==> src/hw/rtl/uart_rb_pkg.sv <==
// Shared constants, command codes and controller/datapath interface types.
`timescale 1ns / 1ps
`default_nettype none
package uart_rb_pkg;

  localparam int RING_DEPTH = 16;
  localparam int PTR_W      = (RING_DEPTH > 1) ? $clog2(RING_DEPTH) : 1;
  localparam int CNT_W      = PTR_W + 1;
  localparam int RX_COUNT_W = 4;
  localparam int BYTE_W     = 8;
  localparam int APB_DATA_W = 32;
  localparam int APB_ADDR_W = 3;

  localparam logic [BYTE_W-1:0] DELIM_RESET = 8'd36;
  localparam logic              REG_DELIM   = 1'b0;

  typedef enum logic [1:0] {
    CMD_SEND      = 2'd0,
    CMD_TX_DONE   = 2'd1,
    CMD_RX_BYTE   = 2'd2,
    CMD_HOST_READ = 2'd3
  } rb_op_t;

  typedef struct packed {
    logic capture;
    logic push_tx;
    logic push_rx;
    logic fetch;
    logic finish;
    logic pop_tx;
    logic pop_rx;
    logic drop;
    logic clr_busy;
  } rb_ctl_t;

  typedef struct packed {
    logic tx_full;
    logic tx_empty;
    logic rx_full;
    logic rx_empty;
    logic tx_busy;
  } rb_sts_t;

endpackage
`default_nettype wire

==> src/hw/rtl/uart_rb_ctrl.sv <==
// Request sequencer for the ring buffers: decides pushes, pops and drops.
`timescale 1ns / 1ps
`default_nettype none
module uart_rb_ctrl import uart_rb_pkg::*; (
  input  wire logic       clk,
  input  wire logic       rst_n,
  input  wire logic       start,
  input  wire logic [1:0] in_cmd,
  input  wire rb_sts_t    sts,
  output rb_ctl_t         ctl,
  output logic            busy
);

  typedef enum logic [3:0] {
    ST_IDLE  = 4'b0001,
    ST_EXEC  = 4'b0010,
    ST_FETCH = 4'b0100,
    ST_DONE  = 4'b1000
  } rb_state_t;

  rb_state_t state_r, state_nxt;
  rb_op_t    cmd_r, cmd_nxt;
  logic      pop_tx_r, pop_tx_nxt;
  logic      pop_rx_r, pop_rx_nxt;
  logic      drop_r, drop_nxt;
  logic      clr_r, clr_nxt;

  always_comb begin
    state_nxt  = state_r;
    cmd_nxt    = cmd_r;
    pop_tx_nxt = pop_tx_r;
    pop_rx_nxt = pop_rx_r;
    drop_nxt   = drop_r;
    clr_nxt    = clr_r;
    ctl        = '0;
    unique case (state_r)
      ST_IDLE: begin
        if (start) begin
          ctl.capture = 1'b1;
          cmd_nxt     = rb_op_t'(in_cmd);
          state_nxt   = ST_EXEC;
        end
      end
      ST_EXEC: begin
        pop_tx_nxt = 1'b0;
        pop_rx_nxt = 1'b0;
        drop_nxt   = 1'b0;
        clr_nxt    = 1'b0;
        unique case (cmd_r)
          CMD_SEND: begin
            if (sts.tx_full) begin
              drop_nxt = 1'b1;
            end else begin
              ctl.push_tx = 1'b1;
              pop_tx_nxt  = !sts.tx_busy;
            end
          end
          CMD_TX_DONE: begin
            pop_tx_nxt = !sts.tx_empty;
            clr_nxt    = sts.tx_empty;
          end
          CMD_RX_BYTE: begin
            if (sts.rx_full) begin
              drop_nxt = 1'b1;
            end else begin
              ctl.push_rx = 1'b1;
            end
          end
          CMD_HOST_READ: begin
            pop_rx_nxt = !sts.rx_empty;
          end
          default: begin
          end
        endcase
        state_nxt = ST_FETCH;
      end
      ST_FETCH: begin
        ctl.fetch = 1'b1;
        state_nxt = ST_DONE;
      end
      ST_DONE: begin
        ctl.finish   = 1'b1;
        ctl.pop_tx   = pop_tx_r;
        ctl.pop_rx   = pop_rx_r;
        ctl.drop     = drop_r;
        ctl.clr_busy = clr_r;
        state_nxt    = ST_IDLE;
      end
      default: begin
        state_nxt = ST_IDLE;
      end
    endcase
  end

  always_ff @(posedge clk) begin
    if (!rst_n) begin
      state_r  <= ST_IDLE;
      cmd_r    <= CMD_SEND;
      pop_tx_r <= 1'b0;
      pop_rx_r <= 1'b0;
      drop_r   <= 1'b0;
      clr_r    <= 1'b0;
    end else begin
      state_r  <= state_nxt;
      cmd_r    <= cmd_nxt;
      pop_tx_r <= pop_tx_nxt;
      pop_rx_r <= pop_rx_nxt;
      drop_r   <= drop_nxt;
      clr_r    <= clr_nxt;
    end
  end

  assign busy = (state_r != ST_IDLE);

endmodule
`default_nettype wire

==> src/hw/rtl/uart_rb_dp.sv <==
// Ring buffer datapath: byte memories, pointers, busy flag and result registers.
`timescale 1ns / 1ps
`default_nettype none
module uart_rb_dp import uart_rb_pkg::*; (
  input  wire logic                  clk,
  input  wire logic                  rst_n,
  input  wire rb_ctl_t               ctl,
  input  wire logic [BYTE_W-1:0]     in_data,
  input  wire logic [BYTE_W-1:0]     delimiter,
  output rb_sts_t                    sts,
  output logic                       out_valid,
  output logic                       out_line_valid,
  output logic [BYTE_W-1:0]          out_line_byte,
  output logic                       out_read_valid,
  output logic [BYTE_W-1:0]          out_read_byte,
  output logic                       out_read_is_delimiter,
  output logic                       out_dropped,
  output logic                       out_tx_busy,
  output logic [RX_COUNT_W-1:0]      out_rx_count
);

  localparam int WIDE_W = (CNT_W > RX_COUNT_W) ? CNT_W : RX_COUNT_W;
  localparam logic [PTR_W-1:0] LAST_SLOT = PTR_W'(RING_DEPTH - 1);
  localparam logic [CNT_W-1:0] DEPTH_C   = CNT_W'(RING_DEPTH);

  function automatic logic [PTR_W-1:0] ring_next(input logic [PTR_W-1:0] p);
    ring_next = (p == LAST_SLOT) ? '0 : p + PTR_W'(1);
  endfunction

  logic [BYTE_W-1:0] tx_mem [RING_DEPTH];
  logic [BYTE_W-1:0] rx_mem [RING_DEPTH];

  logic [BYTE_W-1:0] data_r;
  logic [BYTE_W-1:0] rd_tx_r;
  logic [BYTE_W-1:0] rd_rx_r;
  logic [PTR_W-1:0]  tx_head_r, tx_tail_r, rx_head_r, rx_tail_r;
  logic [PTR_W-1:0]  rx_tail_nxt;
  logic              busy_r, busy_nxt;
  logic [CNT_W-1:0]  rx_cnt;
  logic [WIDE_W-1:0] rx_cnt_wide;

  logic                  valid_r;
  logic                  line_valid_r, read_valid_r, is_delim_r, dropped_r, tx_busy_r;
  logic [BYTE_W-1:0]     line_byte_r, read_byte_r;
  logic [RX_COUNT_W-1:0] rx_count_r;

  assign sts.tx_full  = (ring_next(tx_head_r) == tx_tail_r);
  assign sts.tx_empty = (tx_head_r == tx_tail_r);
  assign sts.rx_full  = (ring_next(rx_head_r) == rx_tail_r);
  assign sts.rx_empty = (rx_head_r == rx_tail_r);
  assign sts.tx_busy  = busy_r;

  always_comb begin
    rx_tail_nxt = ctl.pop_rx ? ring_next(rx_tail_r) : rx_tail_r;
    busy_nxt    = busy_r;
    if (ctl.pop_tx) begin
      busy_nxt = 1'b1;
    end else if (ctl.clr_busy) begin
      busy_nxt = 1'b0;
    end
    // occupancy after the pop, folded back into the ring
    if (rx_head_r >= rx_tail_nxt) begin
      rx_cnt = {1'b0, rx_head_r} - {1'b0, rx_tail_nxt};
    end else begin
      rx_cnt = {1'b0, rx_head_r} + DEPTH_C - {1'b0, rx_tail_nxt};
    end
    rx_cnt_wide = WIDE_W'(rx_cnt);
  end

  // byte memories: one write port, one registered read port each
  always_ff @(posedge clk) begin
    if (ctl.push_tx) begin
      tx_mem[tx_head_r] <= data_r;
    end
    if (ctl.push_rx) begin
      rx_mem[rx_head_r] <= data_r;
    end
    if (ctl.fetch) begin
      rd_tx_r <= tx_mem[tx_tail_r];
      rd_rx_r <= rx_mem[rx_tail_r];
    end
  end

  always_ff @(posedge clk) begin
    if (ctl.capture) begin
      data_r <= in_data;
    end
    if (ctl.finish) begin
      line_valid_r <= ctl.pop_tx;
      line_byte_r  <= ctl.pop_tx ? rd_tx_r : '0;
      read_valid_r <= ctl.pop_rx;
      read_byte_r  <= ctl.pop_rx ? rd_rx_r : '0;
      is_delim_r   <= ctl.pop_rx && (rd_rx_r == delimiter);
      dropped_r    <= ctl.drop;
      tx_busy_r    <= busy_nxt;
      rx_count_r   <= rx_cnt_wide[RX_COUNT_W-1:0];
    end
  end

  always_ff @(posedge clk) begin
    if (!rst_n) begin
      tx_head_r <= '0;
      tx_tail_r <= '0;
      rx_head_r <= '0;
      rx_tail_r <= '0;
      busy_r    <= 1'b0;
      valid_r   <= 1'b0;
    end else begin
      valid_r <= ctl.finish;
      if (ctl.push_tx) begin
        tx_head_r <= ring_next(tx_head_r);
      end
      if (ctl.push_rx) begin
        rx_head_r <= ring_next(rx_head_r);
      end
      if (ctl.pop_tx) begin
        tx_tail_r <= ring_next(tx_tail_r);
      end
      rx_tail_r <= rx_tail_nxt;
      busy_r    <= busy_nxt;
    end
  end

  assign out_valid             = valid_r;
  assign out_line_valid        = line_valid_r;
  assign out_line_byte         = line_byte_r;
  assign out_read_valid        = read_valid_r;
  assign out_read_byte         = read_byte_r;
  assign out_read_is_delimiter = is_delim_r;
  assign out_dropped           = dropped_r;
  assign out_tx_busy           = tx_busy_r;
  assign out_rx_count          = rx_count_r;

endmodule
`default_nettype wire

==> src/hw/rtl/uart_tx_rx_ring_buffers_core.sv <==
// Top level of the UART transmit/receive ring buffers with APB register port.
//
// Channel    | Handshake                 | Payload
// -----------+---------------------------+----------------------------------------
// request    | start, busy (take: !busy) | in_cmd[1:0], in_data[7:0]
// result     | out_valid (1-cycle strobe)| out_line_*, out_read_*, out_dropped,
//            |                           | out_tx_busy, out_rx_count[3:0]
// config     | APB psel/penable/pwrite   | paddr[2:0], pwdata, prdata (delimiter @0)
//
// A request passes through accept, execute (push and pointer decisions), fetch
// (registered memory read at the ring tails) and done; the result strobes in the
// cycle after done, while the next request can already be accepted.
// The sequence is shaped by the registered read port of the byte memories.
// Reset (rst_n low, synchronous) empties both rings, clears busy and loads '$'.
// The result receiver cannot stall; each result shows for exactly one cycle.
`timescale 1ns / 1ps
`default_nettype none
module uart_tx_rx_ring_buffers_core import uart_rb_pkg::*; (
  input  wire logic                  clk,
  input  wire logic                  rst_n,
  // request channel
  input  wire logic                  start,
  output logic                       busy,
  input  wire logic [1:0]            in_cmd,
  input  wire logic [BYTE_W-1:0]     in_data,
  // result channel
  output logic                       out_valid,
  output logic                       out_line_valid,
  output logic [BYTE_W-1:0]          out_line_byte,
  output logic                       out_read_valid,
  output logic [BYTE_W-1:0]          out_read_byte,
  output logic                       out_read_is_delimiter,
  output logic                       out_dropped,
  output logic                       out_tx_busy,
  output logic [RX_COUNT_W-1:0]      out_rx_count,
  // configuration port
  input  wire logic                  psel,
  input  wire logic                  penable,
  input  wire logic                  pwrite,
  input  wire logic [APB_ADDR_W-1:0] paddr,
  input  wire logic [APB_DATA_W-1:0] pwdata,
  output logic [APB_DATA_W-1:0]      prdata,
  output logic                       pready
);

  rb_ctl_t           ctl;
  rb_sts_t           sts;
  logic [BYTE_W-1:0] delim_r;
  logic              reg_hit;

  // Word address selects the register; byte lanes within the word are ignored.
  assign reg_hit = (paddr[2] == REG_DELIM);
  assign pready  = 1'b1;

  // Hold the delimiter; write on the access phase of an APB write.
  always_ff @(posedge clk) begin
    if (!rst_n) begin
      delim_r <= DELIM_RESET;
    end else if (psel && penable && pwrite && pready && reg_hit) begin
      delim_r <= pwdata[BYTE_W-1:0];
    end
  end

  // Return the delimiter on its address, zero elsewhere.
  assign prdata = reg_hit ? {{(APB_DATA_W-BYTE_W){1'b0}}, delim_r} : '0;

  // Controller: decode the request and sequence push, fetch and pop.
  uart_rb_ctrl u_ctrl (
    .clk    (clk),
    .rst_n  (rst_n),
    .start  (start),
    .in_cmd (in_cmd),
    .sts    (sts),
    .ctl    (ctl),
    .busy   (busy)
  );

  // Datapath: rings, pointers, busy flag and result registers.
  uart_rb_dp u_dp (
    .clk                   (clk),
    .rst_n                 (rst_n),
    .ctl                   (ctl),
    .in_data               (in_data),
    .delimiter             (delim_r),
    .sts                   (sts),
    .out_valid             (out_valid),
    .out_line_valid        (out_line_valid),
    .out_line_byte         (out_line_byte),
    .out_read_valid        (out_read_valid),
    .out_read_byte         (out_read_byte),
    .out_read_is_delimiter (out_read_is_delimiter),
    .out_dropped           (out_dropped),
    .out_tx_busy           (out_tx_busy),
    .out_rx_count          (out_rx_count)
  );

  // Every accepted request yields its result strobe.
  a_result_latency: assert property (@(posedge clk) disable iff (!rst_n)
    (start && !busy) |-> ##4 out_valid)
    else $error("result strobe missing after accepted request");

  // A byte handed to the line leaves the transmitter busy.
  a_line_sets_busy: assert property (@(posedge clk) disable iff (!rst_n)
    (out_valid && out_line_valid) |-> out_tx_busy)
    else $error("line handover without busy flag");

  // A dropped request neither hands a byte over nor returns one.
  a_drop_exclusive: assert property (@(posedge clk) disable iff (!rst_n)
    (out_valid && out_dropped) |-> (!out_line_valid && !out_read_valid))
    else $error("dropped request produced data");

  // A host read never coincides with a line handover.
  a_read_vs_line: assert property (@(posedge clk) disable iff (!rst_n)
    (out_valid && out_read_valid) |-> !out_line_valid)
    else $error("read and line handover in one result");

endmodule
`default_nettype wire

==> config.mk <==
export PLATFORM = sky130hd
export DESIGN_NAME = uart_tx_rx_ring_buffers_core
export DESIGN_NICKNAME = d
export VERILOG_FILES = /design/src/hw/rtl/uart_rb_pkg.sv /design/src/hw/rtl/uart_rb_ctrl.sv /design/src/hw/rtl/uart_rb_dp.sv /design/src/hw/rtl/uart_tx_rx_ring_buffers_core.sv
export SDC_FILE = /design/constraint.sdc
export NUM_CORES = 1
export LEC_CHECK = 0
export BUFFER_PORTS_ARGS = -buffer_cell sky130_fd_sc_hd__buf_4
export CAP_MARGIN = 20
export CORE_MARGIN = 5
export CORE_UTILIZATION = 33
export DETAILED_ROUTE_END_ITERATION = 7
export PLACE_DENSITY = 0.49
export SLEW_MARGIN = 20
export SYNTH_ARGS = -nofsm -noshare
export SYNTH_HDL_FRONTEND = slang
export SYNTH_SLANG_ARGS = --single-unit
==> constraint.sdc <==
create_clock -name clk -period 3.2 [get_ports clk]
set_input_delay 0.32 -clock clk [delete_from_list [all_inputs] [get_ports clk]]
set_output_delay 0.32 -clock clk [all_outputs]
set_load 0.01 [all_outputs]
==> results of run 1 <==
## worst paths after layout
check                          to  cells past startpoint               from
min               u_ctrl.cmd_r[1]                      3          in_cmd[1]
max reg2reg  u_dp.out_rx_count[3]                      8  u_ctrl.state_r[0]
max          u_dp.out_rx_count[3]                      8  u_ctrl.state_r[0]
min reg2reg          u_ctrl.clr_r                      1       u_ctrl.clr_r
## flip-flops by register name, summed over array words and instances (netlist names), 2 cells and up
signal and cells:
u_dp.tx_tail_r 4, u_dp.rx_head_r 4, u_dp.out_rx_count 4, u_dp.data_r 8, delim_r 8, u_dp.rd_tx_r 8, u_dp.tx_mem 128, u_dp.tx_head_r 4
u_dp.out_line_byte 8, u_dp.rx_tail_r 4, u_ctrl.state_r 4, u_dp.rd_rx_r 8, u_dp.rx_mem 128, u_dp.out_read_byte 8, u_ctrl.cmd_r 2
## cell families after synthesis
logic type / after synthesis / share of synthesized area (%)
compound gates: 54 / 2.71
xor+xnor: 28 / 1.96
fa+ha+maj: 12 / 1.08
buf+inv: 78 / 2.86
flops: 341 / 70.8
mux: 89 / 13.6
other cells: 2 / 0.0538
simple gates: 175 / 6.98
## tightest hold or removal path: stages
cell and delay [ps]:
sky130_fd_sc_hd__buf_4 80, sky130_fd_sc_hd__mux2i_1 50, sky130_fd_sc_hd__nor2_1 70
## power by group
part,leakage (nW),switching [mW],internal [mW]
logic,2.14,0.140,0.0918
clock network,0.591,1.70,2.49
registers,3.08,0.0473,4.89
## metrics by stage
step / cell area [um2] / util, % / power [mW] / hold WS [ps]
2_1_floorplan: 14000 / - / 5.14 / 419
3_3_place_gp: 15300 / 36.6 / 5.23 / 462
3_5_place_dp: 15400 / 36.7 / 5.24 / 459
4_1_cts: 16600 / 39.8 / 9.47 / 4.10
5_1_grt: 16700 / 40.0 / 9.68 / 28.1
6_report: 16700 / 40.0 / 9.35 / 23.5
## final cells by class
type                       instances  area [um2]
tap                              539         674
clock buffer                      49        1050
inverter                          14        52.6
sequential                       341        9880
fill                            3822       25100
clock inverter                    18         145
multi-input combinational        383        3760
timing repair buffer             118        1150
## cells in the final DEF, fill, tap and decap left out, types with 10 or more instances in the layout
cell	n
sky130_fd_sc_hd__clkbuf_16	40
sky130_fd_sc_hd__conb_1	25
sky130_fd_sc_hd__dfxtp_1	33
sky130_fd_sc_hd__nand2_1	40
sky130_fd_sc_hd__and3_1	51
sky130_fd_sc_hd__buf_4	92
sky130_fd_sc_hd__buf_12	12
sky130_fd_sc_hd__inv_1	12
sky130_fd_sc_hd__xor2_1	18
sky130_fd_sc_hd__edfxtp_1	305
sky130_fd_sc_hd__mux4_2	80
sky130_fd_sc_hd__ha_1	12
sky130_fd_sc_hd__a21oi_1	20
sky130_fd_sc_hd__nor2b_1	13
sky130_fd_sc_hd__and2_1	10
sky130_fd_sc_hd__nor2_1	18
## routing by layer
layer | vias up | GRT usage, %
met5 | - | 0
met4 | 0 | 3.11
met3 | 37 | 2.42
met2 | 164 | 19.3
met1 | 3604 | 19.5
li1 | 3280 | -
==> summary.log, run 1 <==
[route] DRC viols 0
[synth] portion of synthesized cell area occupied by the leading cell type 65.6%
[worst_setup_path] data required time at the worst endpoint 3460 ps
[synth] Post-synth EDFFs 305
[grt] initial antenna violation count 0
[min_path] Hold Path Class in2reg
[route] DR WL met3 1520 um
[floorplanning] area enclosed by the die boundary 46500 um2
[grt] pin count of the biggest net entering global routing 39
[placed_design] routability-driven placement congestion ratio 0.752
[clocking] number of buffers added by the clock tree synthesis step 39
[route] DR top layer met4
[synth] count leader, synth sky130_fd_sc_hd__edfxtp_1
[synth] cell type with the largest total area after synthesis sky130_fd_sc_hd__edfxtp_1
[clocking] clock tree from TritonCTS done
[grt] GRT Util Overall 12.9%
[synth] number of library cell types mapped by synthesis 59
[layout] area overhead of the layout relative to synthesis 19.8%
[synth] Synthesis Warnings 0
[layout] fraction of layout instances using a drive strength above 1 28.3%
[timing] maximum clock frequency 0.326 GHz
[run] max-cap violation count 0
[synth] Commonest cells post-synth sky130_fd_sc_hd__edfxtp_1 (305), sky130_fd_sc_hd__mux4_2 (80), sky130_fd_sc_hd__and3_1 (51), sky130_fd_sc_hd__nand2_1 (40), sky130_fd_sc_hd__dfxtp_1 (36)
[placed_design] Port-buffer cells 59
[timing] fin. max-slew vios 0
[timing] RSZ-0062 raised after global routing no
[route] average wire length per cell after detail routing 20.6 um
[floorplanning] width of the die 216 um
[synth] mean instance size in the synthesized netlist 17.9 um2
[route] first-pass iteration count of the detailed router 4
[floorplanning] placement row count 75
[clocking] maximum number of buffers from clock root to sink 3
[worst_setup_path] critical-path maximum fanout 5
[worst_setup_path] arrival time worst endpoint 3330 ps
[layout] final non-filler cell total 1462
[route] Final ANT Viol Nets 0
[timing] post-route minimum period 3070 ps
[route] met1 wire length 14800 um
[timing] min setup slack post-route 132 ps
[run_status] outcome finished, final reports clean
[worst_setup_path] worst setup path category reg2reg
[clocking] post-cts hold buffer count 8
[synth] cells taking the most area after synthesis sky130_fd_sc_hd__edfxtp_1 (66%), sky130_fd_sc_hd__mux4_2 (13%), sky130_fd_sc_hd__dfxtp_1 (5.2%)
[worst_setup_path] Critical Path Source Type register
[synth] post-synthesis async set-or-reset flop share 0%
[floorplanning] initial standard-cell utilization of the core 33.3%
[layout] diode insertion count for antenna repair 0
[floorplanning] I/O pin total 111
[clocking] clock latency at the later pin of the worst-skew pair 530 ps
[worst_setup_path] series of cell instances along the critical path or4b_1, nor2_1, mux2_2, ha_1, or4_1, o311ai_1, a31o_1, a32oi_1
[clocking] sinks on the clock net 341
[timing] headroom to the max-slew limit 50.2%
[timing] final setup violation count 0
[synth] most instantiated flip-flop cell in the synthesis netlist sky130_fd_sc_hd__edfxtp_1
[worst_setup_path] nature of the critical path endpoint register
[placed_design] HPWL reported at the end of detailed placement 19300 um
[synth] register bit count reported by yosys 341
[placed_design] Inst Count DP 1383
[worst_setup_path] count of buffer and inverter cells on the critical path 0
[route] number of design-rule violations left by the first detailed-router iteration 402
[timing] actual transition at the worst max-transition pin 736 ps
[placed_design] Placement Setup Slack 161 ps
[synth] gate count of the mapped netlist 779
[floorplanning] Die H 216 um
[timing] fin crit share 95.9%
[worst_setup_path] Worst path slowest cell sky130_fd_sc_hd__or4b_1
[grt] wire length of the first global-routing pass 46300 um
[synth] sequential cell area fraction in the yosys report 70.8%
[clocking] clock root buffer sky130_fd_sc_hd__clkbuf_16
[synth] post-synthesis instance area 14000 um2
[grt] overflow left after global routing 0
[pwr] VDD IR max 0.318 mV
[timing] Hold Fails Final Rpt 0
[clocking] post-cts gate resize count 0
[pwr] leakage 5.82 nW
[pwr] power per cell area 559 nW/um2
[clocking] H-tree depth 2
[worst_setup_path] minimum setup slack among reg-to-reg paths 130 ps
[clocking] post-CTS clock slew at the launch and capture registers of the worst setup and hold paths 60 ps
[clocking] number of buffers inserted by post-CTS setup repair 0
[route] vias per cell 4.85
[floorplanning] core area 41900 um2
[layout] Nets 960
[route] drt total wl 30200 um
[worst_setup_path] cell family with the largest share of critical-path delay simple AND/OR/NAND/NOR gates
[grt] via count of the first global-routing pass 7187
[worst_setup_path] Largest stage delay, worst path 630 ps
[route] total number of vias 7085
[timing] Setup Skew 18.6 ps
[route] met2 WL 13400 um
[timing] total negative setup slack 0 ps
No activity file was read; power rests on OpenSTA's default activity.
==> run 2, diff against run 1 <==
==> constraint.sdc (replaced) <==
create_clock -name clk -period 3.15 [get_ports clk]
set_input_delay 0.315 -clock clk [delete_from_list [all_inputs] [get_ports clk]]
set_output_delay 0.315 -clock clk [all_outputs]
set_load 0.01 [all_outputs]
==> summary.log, run 2 (same netlist as run 1, synthesis figures left out) <==
[run_status] outcome finished, final reports clean
[floorplanning] I/O pin total 111 [unchanged]
[timing] Setup Skew 19.6 ps [+0.957 ps]
[pwr] Power, Total 9.24 mW [-1.2%]
[worst_setup_path] data required time at the worst endpoint 3420 ps [-40 ps]
[worst_setup_path] launching instance or port of the critical path u_ctrl.state_r[0]
[route] total number of vias 7091 [+0.085%]
[grt] overflow left after global routing 0 [unchanged]
[route] number of design-rule violations left by the first detailed-router iteration 423 [+5.2%]
[route] first-pass iteration count of the detailed router 5 [+1]
[timing] actual transition at the worst max-transition pin 734 ps [-2.28 ps]
[pwr] Switch Pwr 1.88 mW [-0.47%]
[placed_design] HPWL reported at the end of detailed placement 19100 um [-1.3%]
[timing] total negative setup slack 0 ps [unchanged]
[clocking] clock latency at the later pin of the worst-skew pair 540 ps [about the same]
[layout] Nets 967 [+0.73%]
[run] max-cap violation count 0 [unchanged]
[layout] area overhead of the layout relative to synthesis 19.6%
[worst_setup_path] arrival time worst endpoint 3230 ps [-100 ps]
[timing] fin. max-slew vios 0 [unchanged]
[clocking] sinks on the clock net 341 [unchanged]
[floorplanning] width of the die 216 um [unchanged]
[route] vias per cell 4.83 [-0.26%]
[route] average wire length per cell after detail routing 20.5 um [-0.73%]
[timing] fin crit share 94.1% [-1.7 points]
[layout] Final Cell Area 16700 um2 [-0.22%]
[pwr] power per cell area 554 nW/um2 [-0.96%]
[pwr] VDD IR max 0.329 mV [+3.3%]
[timing] headroom to the max-slew limit 50.4% [+0.15 points]
[grt] GRT Util Overall 12.9% [+0.040 points]
[layout] most frequent cells in the layout sky130_fd_sc_hd__edfxtp_1 (305), sky130_fd_sc_hd__buf_4 (98), sky130_fd_sc_hd__mux4_2 (80)
[timing] maximum clock frequency 0.337 GHz [+3.5%]
[layout] final design utilization 39.9% [-0.090 points]
[worst_setup_path] critical-path maximum fanout 5 [unchanged]
[floorplanning] placement row count 75 [unchanged]
[pwr] cell-internal power 7.36 mW [-1.4%]
[clocking] H-tree depth 2 [unchanged]
[pwr] sw frac 20.3% [+0.14 points]
[pwr] sequential group share of total power 54.2% [+1.4 points]
[placed_design] Placement Setup Slack 134 ps [-26.5 ps]
[pwr] clock group share of total power 43.3% [-1.5 points]
[timing] final setup violation count 0 [unchanged]
[clocking] number of buffers added by the clock tree synthesis step 37 [-5.1%]
[clocking] clock tree from TritonCTS done
[grt] initial antenna violation count 1 [+1]
[grt] via count of the first global-routing pass 7381 [+2.7%]
[clocking] post-CTS clock slew at the launch and capture registers of the worst setup and hold paths 60 ps [about the same]
[layout] diode insertion count for antenna repair 0 [unchanged]
[timing] Hold Fails Final Rpt 0 [unchanged]
[layout] fraction of layout instances using a drive strength above 1 28.7% [+0.39 points]
[placed_design] routability-driven placement congestion ratio 0.737 [-2.1%]
[grt] wire length of the first global-routing pass 46400 um [+0.19%]
[clocking] maximum number of buffers from clock root to sink 3 [unchanged]
[placed_design] Port-buffer cells 59 [unchanged]
[worst_setup_path] Largest stage delay, worst path 580 ps [-50 ps]
[placed_design] placed inst area 15400 um2 [+0.11%]
[pwr] leakage 5.80 nW [-0.34%]
[route] Final ANT Viol Nets 0 [unchanged]
[floorplanning] core area 41900 um2 [unchanged]
[worst_setup_path] series of cell instances along the critical path or4b_4, nor2_1, mux2_2, ha_1, or4_1, o311ai_2, a31o_1, a32oi_1
[timing] RSZ-0062 raised after global routing no
[timing] min setup slack post-route 185 ps [+53.0 ps]
[worst_setup_path] worst setup path category reg2reg
[worst_setup_path] Critical Path Source Type register
[worst_setup_path] Worst path slowest cell sky130_fd_sc_hd__or4b_4
[clocking] clock root buffer sky130_fd_sc_hd__clkbuf_16
[floorplanning] Die H 216 um [unchanged]
[worst_setup_path] nature of the critical path endpoint register
[worst_setup_path] worst reg2reg path startpoint u_ctrl.state_r[0]
[layout] most common cell after layout, fill and taps aside sky130_fd_sc_hd__edfxtp_1
[layout] registers with the highest flip-flop counts u_dp.rx_mem (128), u_dp.tx_mem (128)
[grt] pin count of the biggest net entering global routing 40 [+2.6%]
[route] DRC viols 0 [unchanged]
[floorplanning] area enclosed by the die boundary 46500 um2 [unchanged]
[route] drt total wl 30000 um [-0.39%]
[layout] fillcell total 3784 [-0.99%]
[min_path] hold path startpoint in_cmd[0]
[pwr] share of power burned in combinational logic 2.5% [about the same]
[timing] post-route minimum period 2960 ps [-103 ps]
[floorplanning] initial standard-cell utilization of the core 33.3% [unchanged]
[min_path] Hold Path Class in2reg
[run 2: cell count changes in the layout (fill, tap and decap cells not counted), moves of 3 or more]
cell | before | now
sky130_fd_sc_hd__clkbuf_1 | 7 | 14
sky130_fd_sc_hd__buf_4 | 92 | 98
sky130_fd_sc_hd__clkinv_1 | 8 | 2
sky130_fd_sc_hd__buf_8 | 2 | 6
sky130_fd_sc_hd__buf_16 | 4 | 1
sky130_fd_sc_hd__clkbuf_16 | 40 | 37
sky130_fd_sc_hd__clkinv_2 | 6 | 3
[run 2: per-stage QoR]
step                hold WS [ps]  instances
floorplan                    414        802
global placement             459       1387
detailed placement           460       1389
CTS                        0.208       1461
global route                34.0       1467
finish                      21.1       1467
[run 2: timing repair]
item	4_1_cts	5_1_grt
setup buffers	0	0
hold buffers	9	0
endpoints found under the hold margin	9	0
setup endpoints to repair	0	2
gates resized for setup	0	2
[run 2: worst max-delay path, delay by kind of cell (launching register included)]
| family | cells | cell delay, ps |
|---|---|---|
| flops | 1 | 340 |
| fa+ha+maj | 1 | 250 |
| simple gates | 3 | 1290 |
| compound gates | 3 | 450 |
| mux | 1 | 360 |
[run 2: worst paths after layout]
check | end | slack, ps | depth (start not counted)
max reg2reg | u_dp.out_rx_count[3] | 190 | 8
min reg2reg | u_ctrl.clr_r | 470 | 1
max | u_dp.out_rx_count[3] | 190 | 8
min | u_ctrl.cmd_r[0] | 20 | 3
[run 2: final cells by class]
class,count,area (um2),area share (%)
well taps,539,674,4.04
inverters,14,52.6,0.315
multi-input cells,383,3770,22.6
clock buffers,53,1010,6.03
flip-flops and latches,341,9880,59.2
clock inverters,10,101,0.607
repair buffers,127,1190,7.16
[run 2: layer usage]
metal / vias up / global-route usage [%] / routed length, um
li1: 3290 / - / -
met1: 3605 / 18.8 / 14400
met2: 154 / 20.3 / 13800
met3: 42 / 2.19 / 1230
met4: 0 / 3.46 / 630
met5: - / 0 / 0
[run 2: power by group through the flow]
stage                     clock [mW]  sequential [mW]  combinational, mW
final                           4.00             5.01              0.231
after global routing            4.31             5.01              0.256
after floorplan                    0             5.11              0.113
after detailed placement           0             5.15              0.173
after CTS                       4.13             5.05              0.183
after global placement             0             5.15              0.159
